$ cat src/hdl/assert_macros.svh
// Assertion macros shared by the converter RTL.
// Expand to concurrent assertions in simulation and to nothing in synthesis.
`ifndef ASSERT_MACROS_SVH
`define ASSERT_MACROS_SVH
`ifndef SYNTHESIS
`define ASSERT_CLK(lbl, clk, rst_n, prop, msg) \
  lbl: assert property (@(posedge clk) disable iff (!rst_n) prop) else $error(msg);
`define ASSERT_NEVER(lbl, clk, rst_n, expr, msg) \
  lbl: assert property (@(posedge clk) disable iff (!rst_n) !(expr)) else $error(msg);
`else
`define ASSERT_CLK(lbl, clk, rst_n, prop, msg)
`define ASSERT_NEVER(lbl, clk, rst_n, expr, msg)
`endif
`endif

$ cat src/hdl/ittp_pkg.sv
// Types and constants of the infix to postfix converter.
// Used by the front end, the token queue and the stack engine.
package ittp_pkg;

  typedef enum logic [2:0] {
    TK_OPERAND = 3'd0,
    TK_PLUS    = 3'd1,
    TK_MINUS   = 3'd2,
    TK_TIMES   = 3'd3,
    TK_LPAREN  = 3'd4,
    TK_RPAREN  = 3'd5,
    TK_END     = 3'd6
  } tok_kind_e;

  // On the stack OP_NONE marks a left paren; on the output it marks an operand or an error result.
  typedef enum logic [1:0] {
    OP_NONE  = 2'd0,
    OP_PLUS  = 2'd1,
    OP_MINUS = 2'd2,
    OP_TIMES = 2'd3
  } op_e;

  typedef enum logic [1:0] {
    ST_OK          = 2'd0,
    ST_OVERFLOW    = 2'd1,
    ST_UNMATCHED_R = 2'd2,
    ST_UNMATCHED_L = 2'd3
  } status_e;

  typedef enum logic {
    BK_IDLE = 1'b0,
    BK_RUN  = 1'b1
  } bk_state_e;

  typedef struct packed {
    tok_kind_e          kind;
    logic signed [31:0] value;
  } tok_t;

  typedef struct packed {
    op_e                kind;
    logic signed [31:0] value;
    status_e            status;
  } res_t;

  typedef struct packed {
    logic take;
    logic emit;
    logic pop;
    logic push;
    logic done;
    logic flush;
    op_e  push_ent;
    res_t res;
  } bk_ctrl_t;

  function automatic logic prec_hi(op_e op);
    return op == OP_TIMES;
  endfunction

endpackage

$ cat src/hdl/ittp_front.sv
// Front end: input register that accepts tokens and drops undefined kinds.
// Depends on ittp_pkg; feeds ittp_queue.
module ittp_front import ittp_pkg::*; (
  input  logic        clk_i,
  input  logic        rst_ni,
  input  logic [2:0]  token_kind_i,
  input  logic [31:0] operand_value_i,
  input  logic        in_valid_i,
  output logic        in_ready_o,
  input  logic        q_full_i,
  output logic        q_push_o,
  output tok_t        q_data_o
);

  logic fr_v_q, fr_v_d;
  tok_t fr_q;
  logic accept;
  logic known;

  assign known      = token_kind_i <= TK_END;
  assign q_push_o   = fr_v_q && !q_full_i;
  assign in_ready_o = !fr_v_q || !q_full_i;
  assign accept     = in_valid_i && in_ready_o;
  assign q_data_o   = fr_q;

  always_comb begin
    fr_v_d = fr_v_q;
    if (q_push_o) begin
      fr_v_d = 1'b0;
    end
    if (accept && known) begin
      fr_v_d = 1'b1;
    end
  end

  always_ff @(posedge clk_i or negedge rst_ni) begin
    if (!rst_ni) begin
      fr_v_q <= 1'b0;
    end else begin
      fr_v_q <= fr_v_d;
    end
  end

  always_ff @(posedge clk_i) begin
    if (accept && known) begin
      fr_q.kind  <= tok_kind_e'(token_kind_i);
      fr_q.value <= operand_value_i;
    end
  end

endmodule

$ cat src/hdl/ittp_queue.sv
// Two-entry token queue between the front end and the stack engine.
// Depends on ittp_pkg and assert_macros.svh.
`include "assert_macros.svh"
module ittp_queue import ittp_pkg::*; (
  input  logic clk_i,
  input  logic rst_ni,
  input  logic push_i,
  input  tok_t push_data_i,
  output logic full_o,
  input  logic pop_i,
  output tok_t pop_data_o,
  output logic empty_o
);

  localparam logic [1:0] QDepth = 2'd2;

  tok_t       mem_q [2];
  logic       wr_ptr_q, rd_ptr_q;
  logic [1:0] cnt_q, cnt_d;

  assign full_o     = cnt_q == QDepth;
  assign empty_o    = cnt_q == 2'd0;
  assign pop_data_o = mem_q[rd_ptr_q];

  always_comb begin
    cnt_d = cnt_q;
    if (push_i && !pop_i) begin
      cnt_d = cnt_q + 2'd1;
    end else if (pop_i && !push_i) begin
      cnt_d = cnt_q - 2'd1;
    end
  end

  always_ff @(posedge clk_i or negedge rst_ni) begin
    if (!rst_ni) begin
      cnt_q    <= 2'd0;
      wr_ptr_q <= 1'b0;
      rd_ptr_q <= 1'b0;
    end else begin
      cnt_q <= cnt_d;
      if (push_i) begin
        wr_ptr_q <= !wr_ptr_q;
      end
      if (pop_i) begin
        rd_ptr_q <= !rd_ptr_q;
      end
    end
  end

  always_ff @(posedge clk_i) begin
    if (push_i) begin
      mem_q[wr_ptr_q] <= push_data_i;
    end
  end

  `ASSERT_NEVER(a_q_over, clk_i, rst_ni, push_i && full_o, "push into full token queue")
  `ASSERT_NEVER(a_q_under, clk_i, rst_ni, pop_i && empty_o, "pop from empty token queue")
  `ASSERT_CLK(a_q_cnt, clk_i, rst_ni, cnt_q <= QDepth, "token queue count out of range")

endmodule

$ cat src/hdl/ittp_back.sv
// Stack engine: operator stack memory, sequencer, one-result hold and output register.
// Depends on ittp_pkg and assert_macros.svh; drains ittp_queue.
`include "assert_macros.svh"
module ittp_back import ittp_pkg::*; #(
  parameter int unsigned STACK_DEPTH = 32
) (
  input  logic               clk_i,
  input  logic               rst_ni,
  input  logic               q_empty_i,
  input  tok_t               q_data_i,
  output logic               q_pop_o,
  output logic               out_valid_o,
  input  logic               out_ready_i,
  output logic [1:0]         out_kind_o,
  output logic signed [31:0] out_value_o,
  output logic [1:0]         status_o,
  output logic               last_o
);

  localparam int unsigned IdxW = $clog2(STACK_DEPTH);
  localparam int unsigned CntW = $clog2(STACK_DEPTH + 1);

  bk_state_e     state_q, state_d;
  bk_ctrl_t      ctl;
  tok_t          cur_q;
  logic [CntW-1:0] cnt_q, cnt_d;
  op_e           mem [STACK_DEPTH];
  op_e           rd_q, byp_q, top, cur_op;
  logic          byp_v_q;
  logic [IdxW-1:0] rd_addr;
  logic          pend_v_q;
  res_t          pend_q, out_q;
  logic          out_v_q, out_last_q;
  logic          out_free, go, emit_g, push_g, pop_g, out_ld, cnt_full, cnt_zero;

  assign top      = byp_v_q ? byp_q : rd_q;
  assign cur_op   = op_e'(cur_q.kind[1:0]);
  assign cnt_full = cnt_q == CntW'(STACK_DEPTH);
  assign cnt_zero = cnt_q == '0;
  assign out_free = !out_v_q || out_ready_i;

  always_comb begin
    ctl          = '0;
    ctl.push_ent = OP_NONE;
    ctl.res      = '{kind: OP_NONE, value: '0, status: ST_OK};
    case (state_q)
      BK_IDLE: begin
        if (pend_v_q) begin
          ctl.flush = out_free;
          ctl.take  = out_free && !q_empty_i;
        end else begin
          ctl.take = !q_empty_i;
        end
      end
      BK_RUN: begin
        case (cur_q.kind)
          TK_OPERAND: begin
            ctl.emit      = 1'b1;
            ctl.res.value = cur_q.value;
            ctl.done      = 1'b1;
          end
          TK_PLUS, TK_MINUS, TK_TIMES: begin
            if (!cnt_zero && top != OP_NONE && (prec_hi(top) || !prec_hi(cur_op))) begin
              ctl.emit     = 1'b1;
              ctl.res.kind = top;
              ctl.pop      = 1'b1;
            end else if (cnt_full) begin
              ctl.emit       = 1'b1;
              ctl.res.status = ST_OVERFLOW;
              ctl.done       = 1'b1;
            end else begin
              ctl.push     = 1'b1;
              ctl.push_ent = cur_op;
              ctl.done     = 1'b1;
            end
          end
          TK_LPAREN: begin
            if (cnt_full) begin
              ctl.emit       = 1'b1;
              ctl.res.status = ST_OVERFLOW;
            end else begin
              ctl.push = 1'b1;
            end
            ctl.done = 1'b1;
          end
          TK_RPAREN: begin
            if (cnt_zero) begin
              ctl.emit       = 1'b1;
              ctl.res.status = ST_UNMATCHED_R;
              ctl.done       = 1'b1;
            end else if (top == OP_NONE) begin
              ctl.pop  = 1'b1;
              ctl.done = 1'b1;
            end else begin
              ctl.emit     = 1'b1;
              ctl.res.kind = top;
              ctl.pop      = 1'b1;
            end
          end
          TK_END: begin
            if (cnt_zero) begin
              ctl.done = 1'b1;
            end else begin
              ctl.pop  = 1'b1;
              ctl.emit = 1'b1;
              if (top == OP_NONE) begin
                ctl.res.status = ST_UNMATCHED_L;
              end else begin
                ctl.res.kind = top;
              end
            end
          end
          default: begin
            ctl.done = 1'b1;
          end
        endcase
      end
      default: begin
        ctl = '0;
      end
    endcase
  end

  always_comb begin
    state_d = state_q;
    case (state_q)
      BK_IDLE: begin
        if (ctl.take) begin
          state_d = BK_RUN;
        end
      end
      BK_RUN: begin
        if (ctl.done && go) begin
          state_d = BK_IDLE;
        end
      end
      default: begin
        state_d = BK_IDLE;
      end
    endcase
  end

  assign go      = !(ctl.emit && pend_v_q && !out_free);
  assign emit_g  = ctl.emit && go;
  assign push_g  = ctl.push && go;
  assign pop_g   = ctl.pop && go;
  assign out_ld  = ctl.flush || (emit_g && pend_v_q);
  assign q_pop_o = ctl.take;

  always_comb begin
    cnt_d = cnt_q;
    if (push_g) begin
      cnt_d = cnt_q + CntW'(1);
    end else if (pop_g) begin
      cnt_d = cnt_q - CntW'(1);
    end
  end

  assign rd_addr = IdxW'(cnt_d - CntW'(1));

  always_ff @(posedge clk_i or negedge rst_ni) begin
    if (!rst_ni) begin
      state_q  <= BK_IDLE;
      cnt_q    <= '0;
      byp_v_q  <= 1'b0;
      pend_v_q <= 1'b0;
      out_v_q  <= 1'b0;
    end else begin
      state_q <= state_d;
      cnt_q   <= cnt_d;
      byp_v_q <= push_g;
      if (emit_g) begin
        pend_v_q <= 1'b1;
      end else if (ctl.flush) begin
        pend_v_q <= 1'b0;
      end
      if (out_ld) begin
        out_v_q <= 1'b1;
      end else if (out_ready_i) begin
        out_v_q <= 1'b0;
      end
    end
  end

  always_ff @(posedge clk_i) begin
    if (ctl.take) begin
      cur_q <= q_data_i;
    end
    if (emit_g) begin
      pend_q <= ctl.res;
    end
    if (out_ld) begin
      out_q      <= pend_q;
      out_last_q <= ctl.flush;
    end
    byp_q <= ctl.push_ent;
  end

  always_ff @(posedge clk_i) begin
    if (push_g) begin
      mem[cnt_q[IdxW-1:0]] <= ctl.push_ent;
    end
    rd_q <= mem[rd_addr];
  end

  assign out_valid_o = out_v_q;
  assign out_kind_o  = out_q.kind;
  assign out_value_o = out_q.value;
  assign status_o    = out_q.status;
  assign last_o      = out_last_q;

  `ASSERT_CLK(a_bk_cnt, clk_i, rst_ni, cnt_q <= CntW'(STACK_DEPTH), "stack count beyond depth")
  `ASSERT_NEVER(a_bk_push_full, clk_i, rst_ni, push_g && cnt_full, "push onto full stack")
  `ASSERT_NEVER(a_bk_pop_empty, clk_i, rst_ni, pop_g && cnt_zero, "pop from empty stack")
  `ASSERT_NEVER(a_bk_out_ovr, clk_i, rst_ni, out_ld && !out_free, "output overwritten")

endmodule

$ cat src/hdl/infix_to_postfix_converter.sv
// The stack engine works on one item at a time and pops one stack entry per cycle,
// unless the output stalls, from a registered-read memory; the left paren that a right
// paren closes is popped as that item finishes.
// The final result of an item is held one step until the next result or item end.
// Reset clears all control state and the stack count; stack contents are not cleared.
module infix_to_postfix_converter import ittp_pkg::*; #(
  parameter int unsigned STACK_DEPTH = 32
) (
  input  logic               clk_i,
  input  logic               rst_ni,
  input  logic               in_valid_i,
  output logic               in_ready_o,
  input  logic [2:0]         token_kind_i,
  input  logic signed [31:0] operand_value_i,
  output logic               out_valid_o,
  input  logic               out_ready_i,
  output logic [1:0]         out_kind_o,
  output logic signed [31:0] out_value_o,
  output logic [1:0]         status_o,
  output logic               last_o
);

  logic q_push, q_full, q_pop, q_empty;
  tok_t q_wdata, q_rdata;

  ittp_front u_front (
    .clk_i           (clk_i),
    .rst_ni          (rst_ni),
    .token_kind_i    (token_kind_i),
    .operand_value_i (operand_value_i),
    .in_valid_i      (in_valid_i),
    .in_ready_o      (in_ready_o),
    .q_full_i        (q_full),
    .q_push_o        (q_push),
    .q_data_o        (q_wdata)
  );

  ittp_queue u_queue (
    .clk_i       (clk_i),
    .rst_ni      (rst_ni),
    .push_i      (q_push),
    .push_data_i (q_wdata),
    .full_o      (q_full),
    .pop_i       (q_pop),
    .pop_data_o  (q_rdata),
    .empty_o     (q_empty)
  );

  ittp_back #(
    .STACK_DEPTH (STACK_DEPTH)
  ) u_back (
    .clk_i       (clk_i),
    .rst_ni      (rst_ni),
    .q_empty_i   (q_empty),
    .q_data_i    (q_rdata),
    .q_pop_o     (q_pop),
    .out_valid_o (out_valid_o),
    .out_ready_i (out_ready_i),
    .out_kind_o  (out_kind_o),
    .out_value_o (out_value_o),
    .status_o    (status_o),
    .last_o      (last_o)
  );

endmodule
$ cat config.mk
export PLATFORM = sky130hd
export DESIGN_NAME = infix_to_postfix_converter
export DESIGN_NICKNAME = d
export VERILOG_FILES = /design/src/hdl/ittp_pkg.sv /design/src/hdl/ittp_front.sv /design/src/hdl/ittp_queue.sv /design/src/hdl/ittp_back.sv /design/src/hdl/infix_to_postfix_converter.sv
export VERILOG_INCLUDE_DIRS = /design/src /design/src/hdl
export SDC_FILE = /design/constraint.sdc
export NUM_CORES = 1
export LEC_CHECK = 0
export ABC_CLOCK_PERIOD_IN_PS = 14300
export BUFFER_PORTS_ARGS = -buffer_cell sky130_fd_sc_hd__buf_2
export CORE_ASPECT_RATIO = 2
export CORE_MARGIN = 2
export CORE_UTILIZATION = 35
export DETAILED_ROUTE_END_ITERATION = 10
export GPL_TIMING_DRIVEN = 0
export PLACE_DENSITY = 0.57
export SYNTH_ARGS = -nofsm -noshare
export SYNTH_HDL_FRONTEND = slang
export SYNTH_SLANG_ARGS = --single-unit
$ cat constraint.sdc
create_clock -name clk_i -period 14.3 [get_ports clk_i]
set_clock_uncertainty 0.2 [all_clocks]
set_input_delay 3.575 -clock clk_i [delete_from_list [all_inputs] [get_ports clk_i]]
set_output_delay 3.575 -clock clk_i [all_outputs]
set_load 0.1 [all_outputs]
==> results by group <==
Worst setup path
  – Cell-by-cell trace of the critical path: buf_2 -> nor2b_1 -> and2_1 -> nand2_1 -> a21oi_4 -> nand2b_4 -> o2bb2ai_1 -> buf_4 -> clkbuf_8 -> ha_1 -> buf_1 -> clkbuf_1 -> mux4_1 -> and3b_1 -> a211oi_1 -> nor4_1
  – WP buf/inv: 5
  – WP data required: 14.50 ns
  – CP max-delay cell: clkbuf_1
  – R2r setup slk: 8.01 ns
  – CP max stage delay: 0.80 ns
  – Critical Path Fanout Max: 10
  – Worst setup SP type: input port
  – Worst EP arrival: 8.26 ns
  – CP Class: input port to flip-flop
  – CP Capture Type: flip-flop
  – CP top delay family: buffers and inverters

Finish
  – Most common cell after layout, fill and taps aside: edfxtp_1
  – # diodes: 0
  – Design area: 0.0132 sq mm
  – Layout cells sized above 1: 27.1%
  – Fill count: 2857
  – Nets@finish: 778
  – Most frequent cells in the layout: edfxtp_1 (277), buf_2 (82), nor2_1 (45)
  – Multi-input logic area: 0.00238 sq mm
  – FF/Latch Area: 0.00877 sq mm
  – Area delta synth->final: 16.7%

Routing
  – Met3 WL: 731 um
  – Initial DRC count: 339
  – Wl on met1: 7430 um
  – Antenna Nets Post-Route: 0
  – Wire length after detailed routing: 21100 um
  – Mean routed wirelength per cell: 17.9 um
  – Metal2 WL: 12200 um
  – DR pass1 iterations: 4
  – Residual DRC count: 0
  – Top Layer Used: met4
  – Vias: 5524
  – Vias per inst: 4.69

Timing
  – Setup TNS Final: 0 ns
  – Fin. Hold Viols: 0
  – Final Slew Violations: 0
  – RSZ-0062 raised after global routing: no
  – # setup viols final: 0
  – Worst Max-Slew Pin Slew: 0.981 ns
  – Hold_ws: 0.204 ns
  – Fin crit share: 56.3%
  – Final min period: 8.06 ns
  – Relative slew slack: 34.6%
  – Fmax: 124 MHz

GRT
  – Gr ovfl total: 0
  – Initial antenna violation count: 0
  – First-pass GRT wire length: 32800 um
  – Global-route usage over all layers: 12.9%
  – Maximum number of pins on one net before global-route repair: 36
  – Number of global-route vias before repair: 5878

Floorplan
  – Num rows: 93
  – Initial cell density of the core: 35.3%
  – Io pins: 78
  – Chip height: 258 um
  – DIE AREA: 0.0338 sq mm
  – Width of the chip: 131 um
  – Core area: 0.0320 sq mm

Clocking
  – Postcts setup bufs: 0
  – Clk root buf: clkbuf_16
  – Longest Clk Path Bufs: 3
  – H-Tree Level Count: 1
  – Clock slew at reported path FFs: 0.06 ns
  – CTS Hold Bufs: 0
  – CTS Buf Count: 26
  – CTS resizes: 0
  – TritonCTS clock tree: done
  – Clock sink count: 296
  – Worst skew pair latency: 0.55 ns

Logic synthesis
  – Combinational family with the most area after synthesis: simple AND/OR/NAND/NOR gates
  – Post-synthesis cell type count: 66
  – Synth Area in Adders: 0.776%
  – Synth Warn #: 0
  – Mux share of post-synthesis cell area: 7.39%
  – Mapped Avg Cell Area: 18.2 sq um
  – Compound-Gate Fraction of Synth Area: 3.77%
  – FF+latch count, synth: 296
  – Post-Synth XOR/XNOR Area: 0.865%
  – FFs w/ async S/R, synth: 5.07%
  – Register area share after synthesis: 77.8%
  – Area share of the largest cell type after synthesis: 73.7%
  – Mapped Cells: 620
  – Post-Syn Area: 0.0113 sq mm
  – Syn Nets: 666
  – Area leader, netlist: edfxtp_1
  – EDFF count, synth: 277
  – Post-synthesis simple-gate area fraction: 7.99%
  – Ys flop type: edfxtp_1
  – Top post-synthesis cells by area: edfxtp_1 (74%), mux2_2 (3.8%), dfrtp_1 (3.3%)

Job
  – Max_cap viols: 0

Placed design
  – HPWL after DPL: 15000 um
  – Post-DP Area: 0.0124 sq mm
  – Port Buf Inserts: 77
  – Final GP Congestion: 0.807

Run status
  – Status: complete, no violations

Min path
  – Hold Crit Class: flip-flop to flip-flop
## cell usage after synthesis, types with 2 or more instances
master / instances
nand3b_1: 2
inv_1: 13
nand3_1: 10
and3_1: 4
mux4_1: 4
a311oi_1: 2
a21boi_0: 2
buf_2: 5
nand2b_1: 7
nor3_1: 10
edfxtp_1: 277
or2_2: 2
ha_1: 7
a21oi_1: 8
nand2_1: 18
clkbuf_1: 13
nand4b_1: 2
mux4_2: 12
mux2i_1: 3
and4b_1: 2
nor4_1: 3
dfrtp_1: 15
o2111ai_1: 2
mux2_2: 38
or3_1: 6
a211oi_1: 10
xnor2_1: 4
nor2_1: 49
and2_1: 35
dfxtp_1: 4
o21ai_0: 9
and3b_1: 3
nor2b_1: 3
xor2_1: 4
## worst register-to-register path: cells and delay by family (launching register included)
| family | cells | cell delay [ns] |
|---|---|---|
| DFF | 1 | 0.44 |
| muxes | 1 | 0.72 |
| adders and majority gates | 2 | 0.39 |
| and+or+nand+nor | 4 | 1.08 |
| AOI/OAI and AO/OA | 6 | 1.29 |
| buffers and inverters | 5 | 2.01 |
## cells by family after synthesis
logic type / Yosys count
AO/OA/AOI/OAI: 51
multiplexers: 57
buffers and inverters: 36
flip-flops: 296
adder cells (fa/ha/maj): 7
XOR/XNOR: 9
AND/OR/NAND/NOR: 164
## metrics by stage
step	setup slack (ns)	cells	util (%)
2_1_floorplan	7.07	620	-
3_3_place_gp	5.69	1124	38.1
3_5_place_dp	5.60	1131	38.7
4_1_cts	6.16	1179	41.1
5_1_grt	5.87	1179	41.1
6_report	6.24	1179	41.1
## metal layers
| layer | track usage (%) | up-vias |
|---|---|---|
| met3 | 1.70 | 43 |
| li1 | - | 2613 |
| met2 | 25.1 | 119 |
| met1 | 13.5 | 2749 |
| met5 | 0 | - |
| met4 | 5.20 | 0 |
## state kept, by name (all words and copies together) (netlist names), 6 cells and up
name,cells
u_back.mem,64
u_back.cnt_q,6
u_back.out_value_o,32
u_queue.mem_q,70
u_back.cur_q,33
u_back.pend_q,36
u_front.q_data_o,35
## path summary, 6_finish.rpt
path / cells after the start / endpoint / start
min in group asynchronous: 1 / u_back.out_valid_o / rst_ni
hold reg to reg: 0 / u_back.out_value_o[0] / u_back.pend_q[2]
max in group asynchronous: 1 / u_queue.rd_ptr_q / rst_ni
setup reg to reg: 18 / u_back.rd_q[1] / u_back.cnt_q[1]
hold / removal: 0 / u_back.out_value_o[0] / u_back.pend_q[2]
setup / recovery: 16 / u_back.rd_q[1] / out_ready_i
## area by class of cell
class	instances	area share, %
clock buffer	29	5.03
buffer	22	0.836
inverter	14	0.399
clock inverter	19	1.02
tap	427	4.06
sequential	296	66.6
timing repair buffer	84	3.97
multi-input combinational	288	18.1
Power is left out: the tool's default activity adds up to more than one toggle a clock period on the data nets, which glitch-free logic cannot reach.
